## config.mk

```make
export PLATFORM = sky130hd
export DESIGN_NAME = rangefinder_frame_parser_unit
export DESIGN_NICKNAME = d
export VERILOG_FILES = /design/src/rfp_pkg.sv /design/src/rfp_parser.sv /design/src/rfp_out_buf.sv /design/src/rangefinder_frame_parser_unit.sv
export SDC_FILE = /design/constraint.sdc
export NUM_CORES = 1
export LEC_CHECK = 0
export BUFFER_PORTS_ARGS = -buffer_cell sky130_fd_sc_hd__buf_4
export CELL_PAD_IN_SITES_DETAIL_PLACEMENT = 2
export CELL_PAD_IN_SITES_GLOBAL_PLACEMENT = 2
export CORE_MARGIN = 1.5
export CORE_UTILIZATION = 41
export DETAILED_ROUTE_END_ITERATION = 6
export PLACE_DENSITY_LB_ADDON = 0.1
export SLEW_MARGIN = 5
export SYNTH_ARGS = -nofsm -noshare
export SYNTH_HDL_FRONTEND = slang
export SYNTH_SLANG_ARGS = --single-unit
```

## constraint.sdc

```tcl
create_clock -name clk_i -period 3.5 [get_ports clk_i]
set_input_delay 0.175 -clock clk_i [delete_from_list [all_inputs] [get_ports clk_i]]
set_output_delay 0.175 -clock clk_i [all_outputs]
set_load 0.05 [all_outputs]
```

## src/rfp_pkg.sv

```systemverilog
// Shared types and constants for the rangefinder frame parser.
`default_nettype none
package rfp_pkg;

  // Frame header value, sent twice at the start of each frame
  localparam logic [7:0]  HeaderByte = 8'h59;
  // Distance code that means no reading
  localparam logic [15:0] NoReading  = 16'hFFFF;

  // One parsed result beat
  typedef struct packed {
    logic [15:0] distance_cm;
    logic        distance_valid;
  } rfp_result_t;

endpackage
`default_nettype wire

```

## src/rfp_parser.sv

```systemverilog
// Byte-wise frame state machine: header hunt, field capture, checksum check.
`default_nettype none
module rfp_parser
  import rfp_pkg::*;
(
  input  wire logic        clk_i,
  input  wire logic        rst_ni,
  input  wire logic        byte_en_i,
  input  wire logic [7:0]  rx_byte_i,
  output logic             res_valid_o,
  output rfp_result_t      res_o
);

  // Frame phase codes
  localparam logic [3:0] PhHunt   = 4'd0;
  localparam logic [3:0] PhHdr1   = 4'd1;
  localparam logic [3:0] PhHdr2   = 4'd2;
  localparam logic [3:0] PhDistLo = 4'd3;
  localparam logic [3:0] PhDistHi = 4'd4;
  localparam logic [3:0] PhStrLo  = 4'd5;
  localparam logic [3:0] PhStrHi  = 4'd6;
  localparam logic [3:0] PhResvd  = 4'd7;
  localparam logic [3:0] PhQual   = 4'd8;

  logic [3:0] phase_q, phase_d;
  logic [7:0] sum_q, sum_d;
  logic [7:0] dist_lo_q, dist_lo_d;
  logic [7:0] dist_hi_q, dist_hi_d;
  logic [7:0] sum_add;

  assign sum_add = sum_q + rx_byte_i;

  // Next-state logic for one received byte
  always_comb begin
    phase_d     = phase_q;
    sum_d       = sum_q;
    dist_lo_d   = dist_lo_q;
    dist_hi_d   = dist_hi_q;
    res_valid_o = 1'b0;
    res_o.distance_cm    = {dist_hi_q, dist_lo_q};
    res_o.distance_valid = ({dist_hi_q, dist_lo_q} != NoReading);
    if (byte_en_i) begin
      case (phase_q)
        PhHdr1: begin
          if (rx_byte_i == HeaderByte) begin
            sum_d   = sum_add;
            phase_d = PhHdr2;
          end else begin
            sum_d   = 8'd0;
            phase_d = PhHunt;
          end
        end
        PhHdr2: begin
          dist_lo_d = rx_byte_i;
          sum_d     = sum_add;
          phase_d   = PhDistLo;
        end
        PhDistLo: begin
          dist_hi_d = rx_byte_i;
          sum_d     = sum_add;
          phase_d   = PhDistHi;
        end
        PhDistHi, PhStrLo, PhStrHi, PhResvd: begin
          sum_d   = sum_add;
          phase_d = phase_q + 4'd1;
        end
        PhQual: begin
          // checksum byte closes the frame either way
          res_valid_o = (rx_byte_i == sum_q);
          sum_d       = 8'd0;
          phase_d     = PhHunt;
        end
        default: begin
          // hunting, and unused codes behave as hunting
          if (rx_byte_i == HeaderByte) begin
            sum_d   = rx_byte_i;
            phase_d = PhHdr1;
          end else begin
            sum_d   = 8'd0;
            phase_d = PhHunt;
          end
        end
      endcase
    end
  end

  // State registers
  always_ff @(posedge clk_i or negedge rst_ni) begin
    if (!rst_ni) begin
      phase_q   <= PhHunt;
      sum_q     <= 8'd0;
      dist_lo_q <= 8'd0;
      dist_hi_q <= 8'd0;
    end else begin
      phase_q   <= phase_d;
      sum_q     <= sum_d;
      dist_lo_q <= dist_lo_d;
      dist_hi_q <= dist_hi_d;
    end
  end

endmodule
`default_nettype wire

```

## src/rfp_out_buf.sv

```systemverilog
// Two-entry result buffer: output register plus skid slot.
`default_nettype none
module rfp_out_buf
  import rfp_pkg::*;
(
  input  wire logic        clk_i,
  input  wire logic        rst_ni,
  input  wire logic        push_i,
  input  wire rfp_result_t push_data_i,
  output logic             space_o,
  output logic             out_valid_o,
  input  wire logic        out_ready_i,
  output rfp_result_t      out_data_o
);

  logic [1:0]  count_q, count_d;
  rfp_result_t ent0_q, ent0_d;
  rfp_result_t ent1_q, ent1_d;
  logic        pop;

  assign out_valid_o = (count_q != 2'd0);
  assign out_data_o  = ent0_q;
  assign space_o     = (count_q != 2'd2);
  assign pop         = out_valid_o && out_ready_i;

  // Shift-style queue update
  always_comb begin
    count_d = count_q;
    ent0_d  = ent0_q;
    ent1_d  = ent1_q;
    if (pop && push_i) begin
      if (count_q == 2'd1) begin
        ent0_d = push_data_i;
      end else begin
        ent0_d = ent1_q;
        ent1_d = push_data_i;
      end
    end else if (pop) begin
      ent0_d  = ent1_q;
      count_d = count_q - 2'd1;
    end else if (push_i) begin
      if (count_q == 2'd0) begin
        ent0_d = push_data_i;
      end else begin
        ent1_d = push_data_i;
      end
      count_d = count_q + 2'd1;
    end
  end

  always_ff @(posedge clk_i or negedge rst_ni) begin
    if (!rst_ni) begin
      count_q <= 2'd0;
    end else begin
      count_q <= count_d;
    end
  end

  // payload needs no reset
  always_ff @(posedge clk_i) begin
    ent0_q <= ent0_d;
    ent1_q <= ent1_d;
  end

endmodule
`default_nettype wire

```

## src/rangefinder_frame_parser_unit.sv

```systemverilog
// Top level of the rangefinder frame parser.
// A result appears on out_valid_o in the cycle after its checksum beat is taken.
// Throughput: one byte beat per cycle; the two-entry result buffer keeps the
// input open while one result waits, and closes it only when both entries are full.
// Reset (rst_ni low, asynchronous): parser returns to header hunt with zero sum
// and zero distance bytes; the result buffer is emptied.
`default_nettype none
module rangefinder_frame_parser_unit
  import rfp_pkg::*;
(
  input  wire logic        clk_i,
  input  wire logic        rst_ni,
  input  wire logic        in_valid_i,
  output logic             in_ready_o,
  input  wire logic [7:0]  rx_byte_i,
  output logic             out_valid_o,
  input  wire logic        out_ready_i,
  output logic [15:0]      distance_cm_o,
  output logic             distance_valid_o
);

  logic        byte_en;
  logic        res_valid;
  logic        space;
  rfp_result_t res;
  rfp_result_t out_data;

  assign in_ready_o = space;
  assign byte_en    = in_valid_i && space;

  // Frame state machine
  rfp_parser u_parser (
    .clk_i       (clk_i),
    .rst_ni      (rst_ni),
    .byte_en_i   (byte_en),
    .rx_byte_i   (rx_byte_i),
    .res_valid_o (res_valid),
    .res_o       (res)
  );

  // Result register with skid slot
  rfp_out_buf u_out_buf (
    .clk_i       (clk_i),
    .rst_ni      (rst_ni),
    .push_i      (res_valid),
    .push_data_i (res),
    .space_o     (space),
    .out_valid_o (out_valid_o),
    .out_ready_i (out_ready_i),
    .out_data_o  (out_data)
  );

  assign distance_cm_o    = out_data.distance_cm;
  assign distance_valid_o = out_data.distance_valid;

endmodule
`default_nettype wire

```

# [Word level (Yosys, flattened, before mapping)]
# Cells that the tools add are included.
[totals] ff_bits=64 input_bits=12 out_inout_bits=19 wordCells=66
[op_classes] addsub=4 n_eq_ne=16 muxes=20 bitwise_logic=1 reduce_logical=16
[op_table] operator="17-bit 2-to-1 mux" count=10
[op_table] operator="8-bit case mux with 3 select lines" count=1
[op_table] operator="4-bit case mux with 5 select lines" count=1
[op_table] operator="4-bit by 3-bit == test with 1-bit output, second input constant" count=4
[op_table] operator="8-bit 2-to-1 mux" count=2
[op_table] operator="16-bit inequality test, second input constant" count=1
[op_table] operator="8-bit adder" count=1
[op_table] operator="4-bit by 2-bit == test with 1-bit output, second input constant" count=2
[op_table] operator="8-bit by 7-bit == test with 1-bit output, second input constant" count=1
[op_table] operator="8-bit == test" count=1
[op_table] operator="2-bit AND reduction" count=4
[op_table] operator="2-bit 2-to-1 mux" count=3
[op_table] operator="2-bit inequality test, second input constant" count=3
[op_table] operator="2-bit nonzero test" count=3
[op_table] operator="3-bit nonzero test" count=2
[op_table] operator="6-bit OR reduction" count=1
[op_table] operator="4-bit by 1-bit adder with 4-bit output, second input constant" count=1
[op_table] operator="4-bit by 1-bit == test with 1-bit output, second input constant" count=1
[op_table] operator="4-bit == test, second input constant" count=1
[op_table] operator="4-bit AND reduction" count=1
[op_table] operator="4-bit OR reduction" count=1
[op_table] operator="1-bit logical AND" count=3
[op_table] operator="1-bit 2-to-1 mux" count=3
[op_table] operator="2-bit by 1-bit adder with 2-bit output, second input constant" count=1
[op_table] operator="5 further kinds" count=5

# [Depth between registers and ports, before layout]
[depth] depth_word=6 depth_mapped=12 mapped_depth_nobuf=11

# [By module]
# Synthesis repeated with hierarchy kept, for this count alone.
[unflattened] cells_unflattened=232 hier_area_um2=3170.5
[modules_own_cells] module="rfp_parser" n_inst=1 cells_per_inst=155 area_per_inst_um2=1674.1 seq_area_each_um2=700.7
[modules_own_cells] module="rfp_out_buf" n_inst=1 cells_per_inst=76 area_per_inst_um2=1490.2 seq_area_each_um2=1071.0
[modules_own_cells] module="rangefinder_frame_parser_unit" n_inst=1 cells_per_inst=1 area_per_inst_um2=6.3 seq_area_each_um2=0.0

# [Worst setup path before layout]
# No wires, ideal clock.
[synth_path] path_kind="reg-to-reg" from="reg u_out_buf.count_q[0]" to="reg u_out_buf.ent1_q[0] in the netlist's numbering, enable pin" setup_ns=0.397 arrival_ns=2.691 required_time_ns=3.103 path_slack_ns=0.412 path_stages_with_launch=11 n_path_buf=0 synth_period_minus_slack_ns=3.088 cell_sequence="dfrtp_1 -> inv_1 -> ha_1 -> inv_1 -> nand2_2 -> nor2_1 -> nand4_2 -> inv_1 -> ha_1 -> or3_1 -> a21oi_1"
[synth_between] elab_chain_len=6 elab_cells_between_ends=13 classes_between="eq/ne (5); mux (1); reduce/logical (7)"
[synth_rtl] item="start: declaration" line="rfp_out_buf.sv:16" text="logic [1:0] count_q, count_d;"
[synth_rtl] item="start signal: assignment" line="rfp_out_buf.sv:55" text="count_q <= count_d;"
[synth_rtl] item="2-bit inequality test *" line="rfp_out_buf.sv:23" text="assign space_o = (count_q != 2'd2);"
[synth_rtl] item="via in_ready_o" line="rangefinder_frame_parser_unit.sv:14" text="output logic in_ready_o,"
[synth_rtl] item="1-bit logical AND *" line="rangefinder_frame_parser_unit.sv:29" text="assign byte_en = in_valid_i && space;"
[synth_rtl] item="1-bit 2-to-1 mux *" line="rfp_parser.sv:42" text="if (byte_en_i) begin"
[synth_rtl] item="1-bit logical AND" line="rfp_out_buf.sv:31" text="if (pop && push_i) begin"
[synth_rtl] item="2-bit inequality test (no line), or another cell as far along"
[synth_rtl] item="4-bit AND reduction (no line) *"
[synth_rtl] item="end signal: assignment" line="rfp_out_buf.sv:62" text="ent1_q <= ent1_d;"
[synth_rtl] item="end: declaration" line="rfp_out_buf.sv:18" text="rfp_result_t ent1_q, ent1_d;"
# Mark *: on every way through the listed nets, which the timed path passes. The rest lies on a longest branch.
# A chain may end at the register's enable or synchronous reset.

==> impl_metrics.yaml <==
pwr:
  ir_drop_v: 0.000348
  total_power_w: 0.00324
  power_density_mw_per_mm2: 897
  power_leakage_nw: 1.46
sta:
  final_hold_viol_count: 0
  fin_crit_ps: 2970
  worstMarginPinSlew_ps: 901
  finalCritPeriodShare: 0.847
  grt_setup_unrepaired: "no"
  setup_violations: 0
  slew-limit-headroom: 0.400
  finalSetupTns_ps: 0
  slew_viol_final: 0
  max_freq_mhz: 337
  fin_skew_ps: 9.35
yosys:
  synth_area_mm2: 0.00309
  synth_top_area_frac: 0.331
  synthFlopType: "edfxtp_1"
  synth-edff-count: 34
  ys_seq_area_frac: 0.574
  synthCells: 232
  synth_nets: 261
  async_flop_share: 0.469
  synth-seq-cells: 64
  synth.most_common_cell: "edfxtp_1"
  netlist.top_cell.by_area: "edfxtp_1"
  yosysWarnings: 0
  ys_types: 48
  synth_area_leaders: "edfxtp_1, dfrtp_1, mux2_2"
  synth.avg_cell_area_um2: 13.3
  synthTopCellsByCount: "edfxtp_1, mux2_2, dfrtp_1"
place:
  hpwl_um: 5420
  io_buffers: 30
  place_congestion: 0.793
  placed_cells: 359
clock_network:
  cts_resized: 0
  clock_path_buffers: 2
  clockRootBuffer: "clkbuf_8"
  numCtsBuffers: 9
  cts_tree: "done"
  htree_levels: 3
  cts_setup_buffers: 0
  clk_pin_slew_ps: 80
  ctsHoldBuffers: 1
  clk_latency_ps: 340
  numClockSinks: 64
min_path:
  hp-start: "rx_byte_i[3]"
  hp-class: "input port to register"
  min_delay_worst_endpoint: "u_parser.dist_lo_q[3]$_DFFE_PN0P_"
  min_path_cells: 2
drt:
  drtPass1Iterations: 4
  drt.antenna.violating_nets: 0
  drt-total-wl_um: 7570
  wl_per_cell_um: 20.1
  drcViolationCount: 0
  first_iter_violations: 52
  via_per_inst: 5.26
  vias: 1979
setup_path:
  reg2reg_to: "u_out_buf.out_data_o[8]$_DFFE_PP_"
  crit_fanout: 17
  r2r_start: "u_parser.sum_q[2]$_DFFE_PN0N_"
  worst-r2r-setup-slack_ps: 530
  critPathLaunchType: "register"
  end_kind: "register"
  required_ps: 3590
  reg2reg_depth: 8
  critPathKind: "register to register"
  crit_arrival_ps: 3060
layout:
  fin_nets: 301
  antennaDiodeCount: 0
  drive_above_1_share: 0.332
  fill_cells: 715
  synthToLayoutAreaGrowth_pct: 17.0
  finalNonFillerCells: 376
die:
  die_h_um: 89.8
  die_area_mm2: 0.00806
  dieWidth_um: 89.8
  num_rows: 31
  ioPinCount: 31
  start_util: 0.425
  coreArea_mm2: 0.00725
global_route:
  grt_remaining_overflow: 0
  grt_pass1_vias: 2250
  grt_pass1_wl_um: 12600
  track_usage: 0.208
  antenna_found_initial: 0
  grt_max_degree: 31
flow_run:
  maxCapViolations: 0
outcome:
  outcome: "finished, final reports clean"
==> worst max path at each step <==
stage	startpoint	endpoint	slack, ps	cells past startpoint
3_5_place_dp	u_out_buf.count_q[0]$_DFFE_PN0P_	u_out_buf.out_data_o[8]$_DFFE_PP_	520	10
6_report	u_parser.sum_q[2]$_DFFE_PN0N_	u_out_buf.out_data_o[8]$_DFFE_PP_	530	8
3_3_place_gp	u_out_buf.count_q[0]$_DFFE_PN0P_	u_out_buf.out_data_o[11]$_DFFE_PP_	580	10
4_1_cts	u_out_buf.count_q[0]$_DFFE_PN0P_	u_out_buf.out_data_o[8]$_DFFE_PP_	460	10
2_1_floorplan	u_out_buf.count_q[0]$_DFFE_PN0P_	u_out_buf.ent1_q[0]$_DFFE_PP_	410	10
5_1_grt	u_out_buf.count_q[0]$_DFFE_PN0P_	u_out_buf.out_data_o[8]$_DFFE_PP_	300	10
==> power breakdown <==
group	switching (W)	internal (W)
logic	0.000807	0.000524
registers	0.000193	0.00108
clock network	0.000304	0.000325
==> through the flow <==
step	hold WS, ps	area [um2]	utilization	setup slack, ps
after global placement	143	3410	0.471	584
after detailed placement	137	3410	0.471	523
after floorplan	-121	3090	-	412
after CTS	98.1	3610	0.498	455
after global routing	96.0	3610	0.498	301
final	112	3610	0.498	534
==> critical path: stages (launching register included) <==
cell and delay, ps:
dfrtp_1 390, ha_1 340, nor4_1 550, nand4_2 230, inv_1 100, ha_1 200
nand2b_1 100, o21ai_2 350, mux2_2 440
==> logic make-up (layout without fill, tap and decap cells) <==
| logic type | after synthesis | in the layout | synth area share |
|---|---|---|---|
| compound gates | 38 | 38 | 0.0823 |
| xor+xnor | 6 | 6 | 0.0170 |
| fa+ha+maj | 17 | 17 | 0.0714 |
| buf+inv | 17 | 62 | 0.0276 |
| flops | 64 | 64 | 0.574 |
| mux | 32 | 32 | 0.116 |
| simple gates | 58 | 58 | 0.111 |
==> layout by cell type (no fill, tap or decap), types with 2 or more instances in the layout <==
master / n
clkinvlp_4: 2
a21o_1: 2
mux2_2: 31
clkinv_2: 3
o21ai_0: 12
nand2_2: 2
xor2_1: 2
clkbuf_8: 9
edfxtp_1: 34
nand3_1: 5
dfrtp_1: 30
a22oi_1: 2
buf_4: 32
nor4_1: 2
nor2b_1: 4
o211ai_2: 2
nand2_1: 15
a21oi_1: 7
inv_1: 13
ha_1: 16
nor3_1: 2
o211ai_1: 2
nand4_1: 7
o21ai_1: 2
xnor2_1: 4
nand3_2: 2
nor2_1: 9
==> layer usage <==
layer	wire length [um]	up-vias	part of all wire	global-route usage
li1	-	937	-	-
met4	65	0	0.0086	0.0675
met5	0	-	0	0
met1	3340	1002	0.44	0.250
met3	209	6	0.028	0.0525
met2	3960	34	0.52	0.365
==> layout make-up <==
| class | count | area (um2) | share of cell area |
|---|---|---|---|
| well taps | 99 | 124 | 0.0343 |
| repair buffers | 33 | 250 | 0.0693 |
| inverters | 13 | 48.8 | 0.0135 |
| flip-flops and latches | 64 | 1770 | 0.491 |
| clock inverters | 6 | 60.1 | 0.0166 |
| clock buffers | 10 | 128 | 0.0353 |
| multi-input cells | 151 | 1230 | 0.340 |
==> registers in the layout (all words and copies together), names as in the netlist <==
signal	cells
u_parser.sum_q	8
u_parser.phase_q	4
u_out_buf.out_data_o	17
u_parser.dist_lo_q	8
u_out_buf.ent1_q	17
u_parser.dist_hi_q	8
u_out_buf.count_q	2
Power figures use the tool's default switching activity.
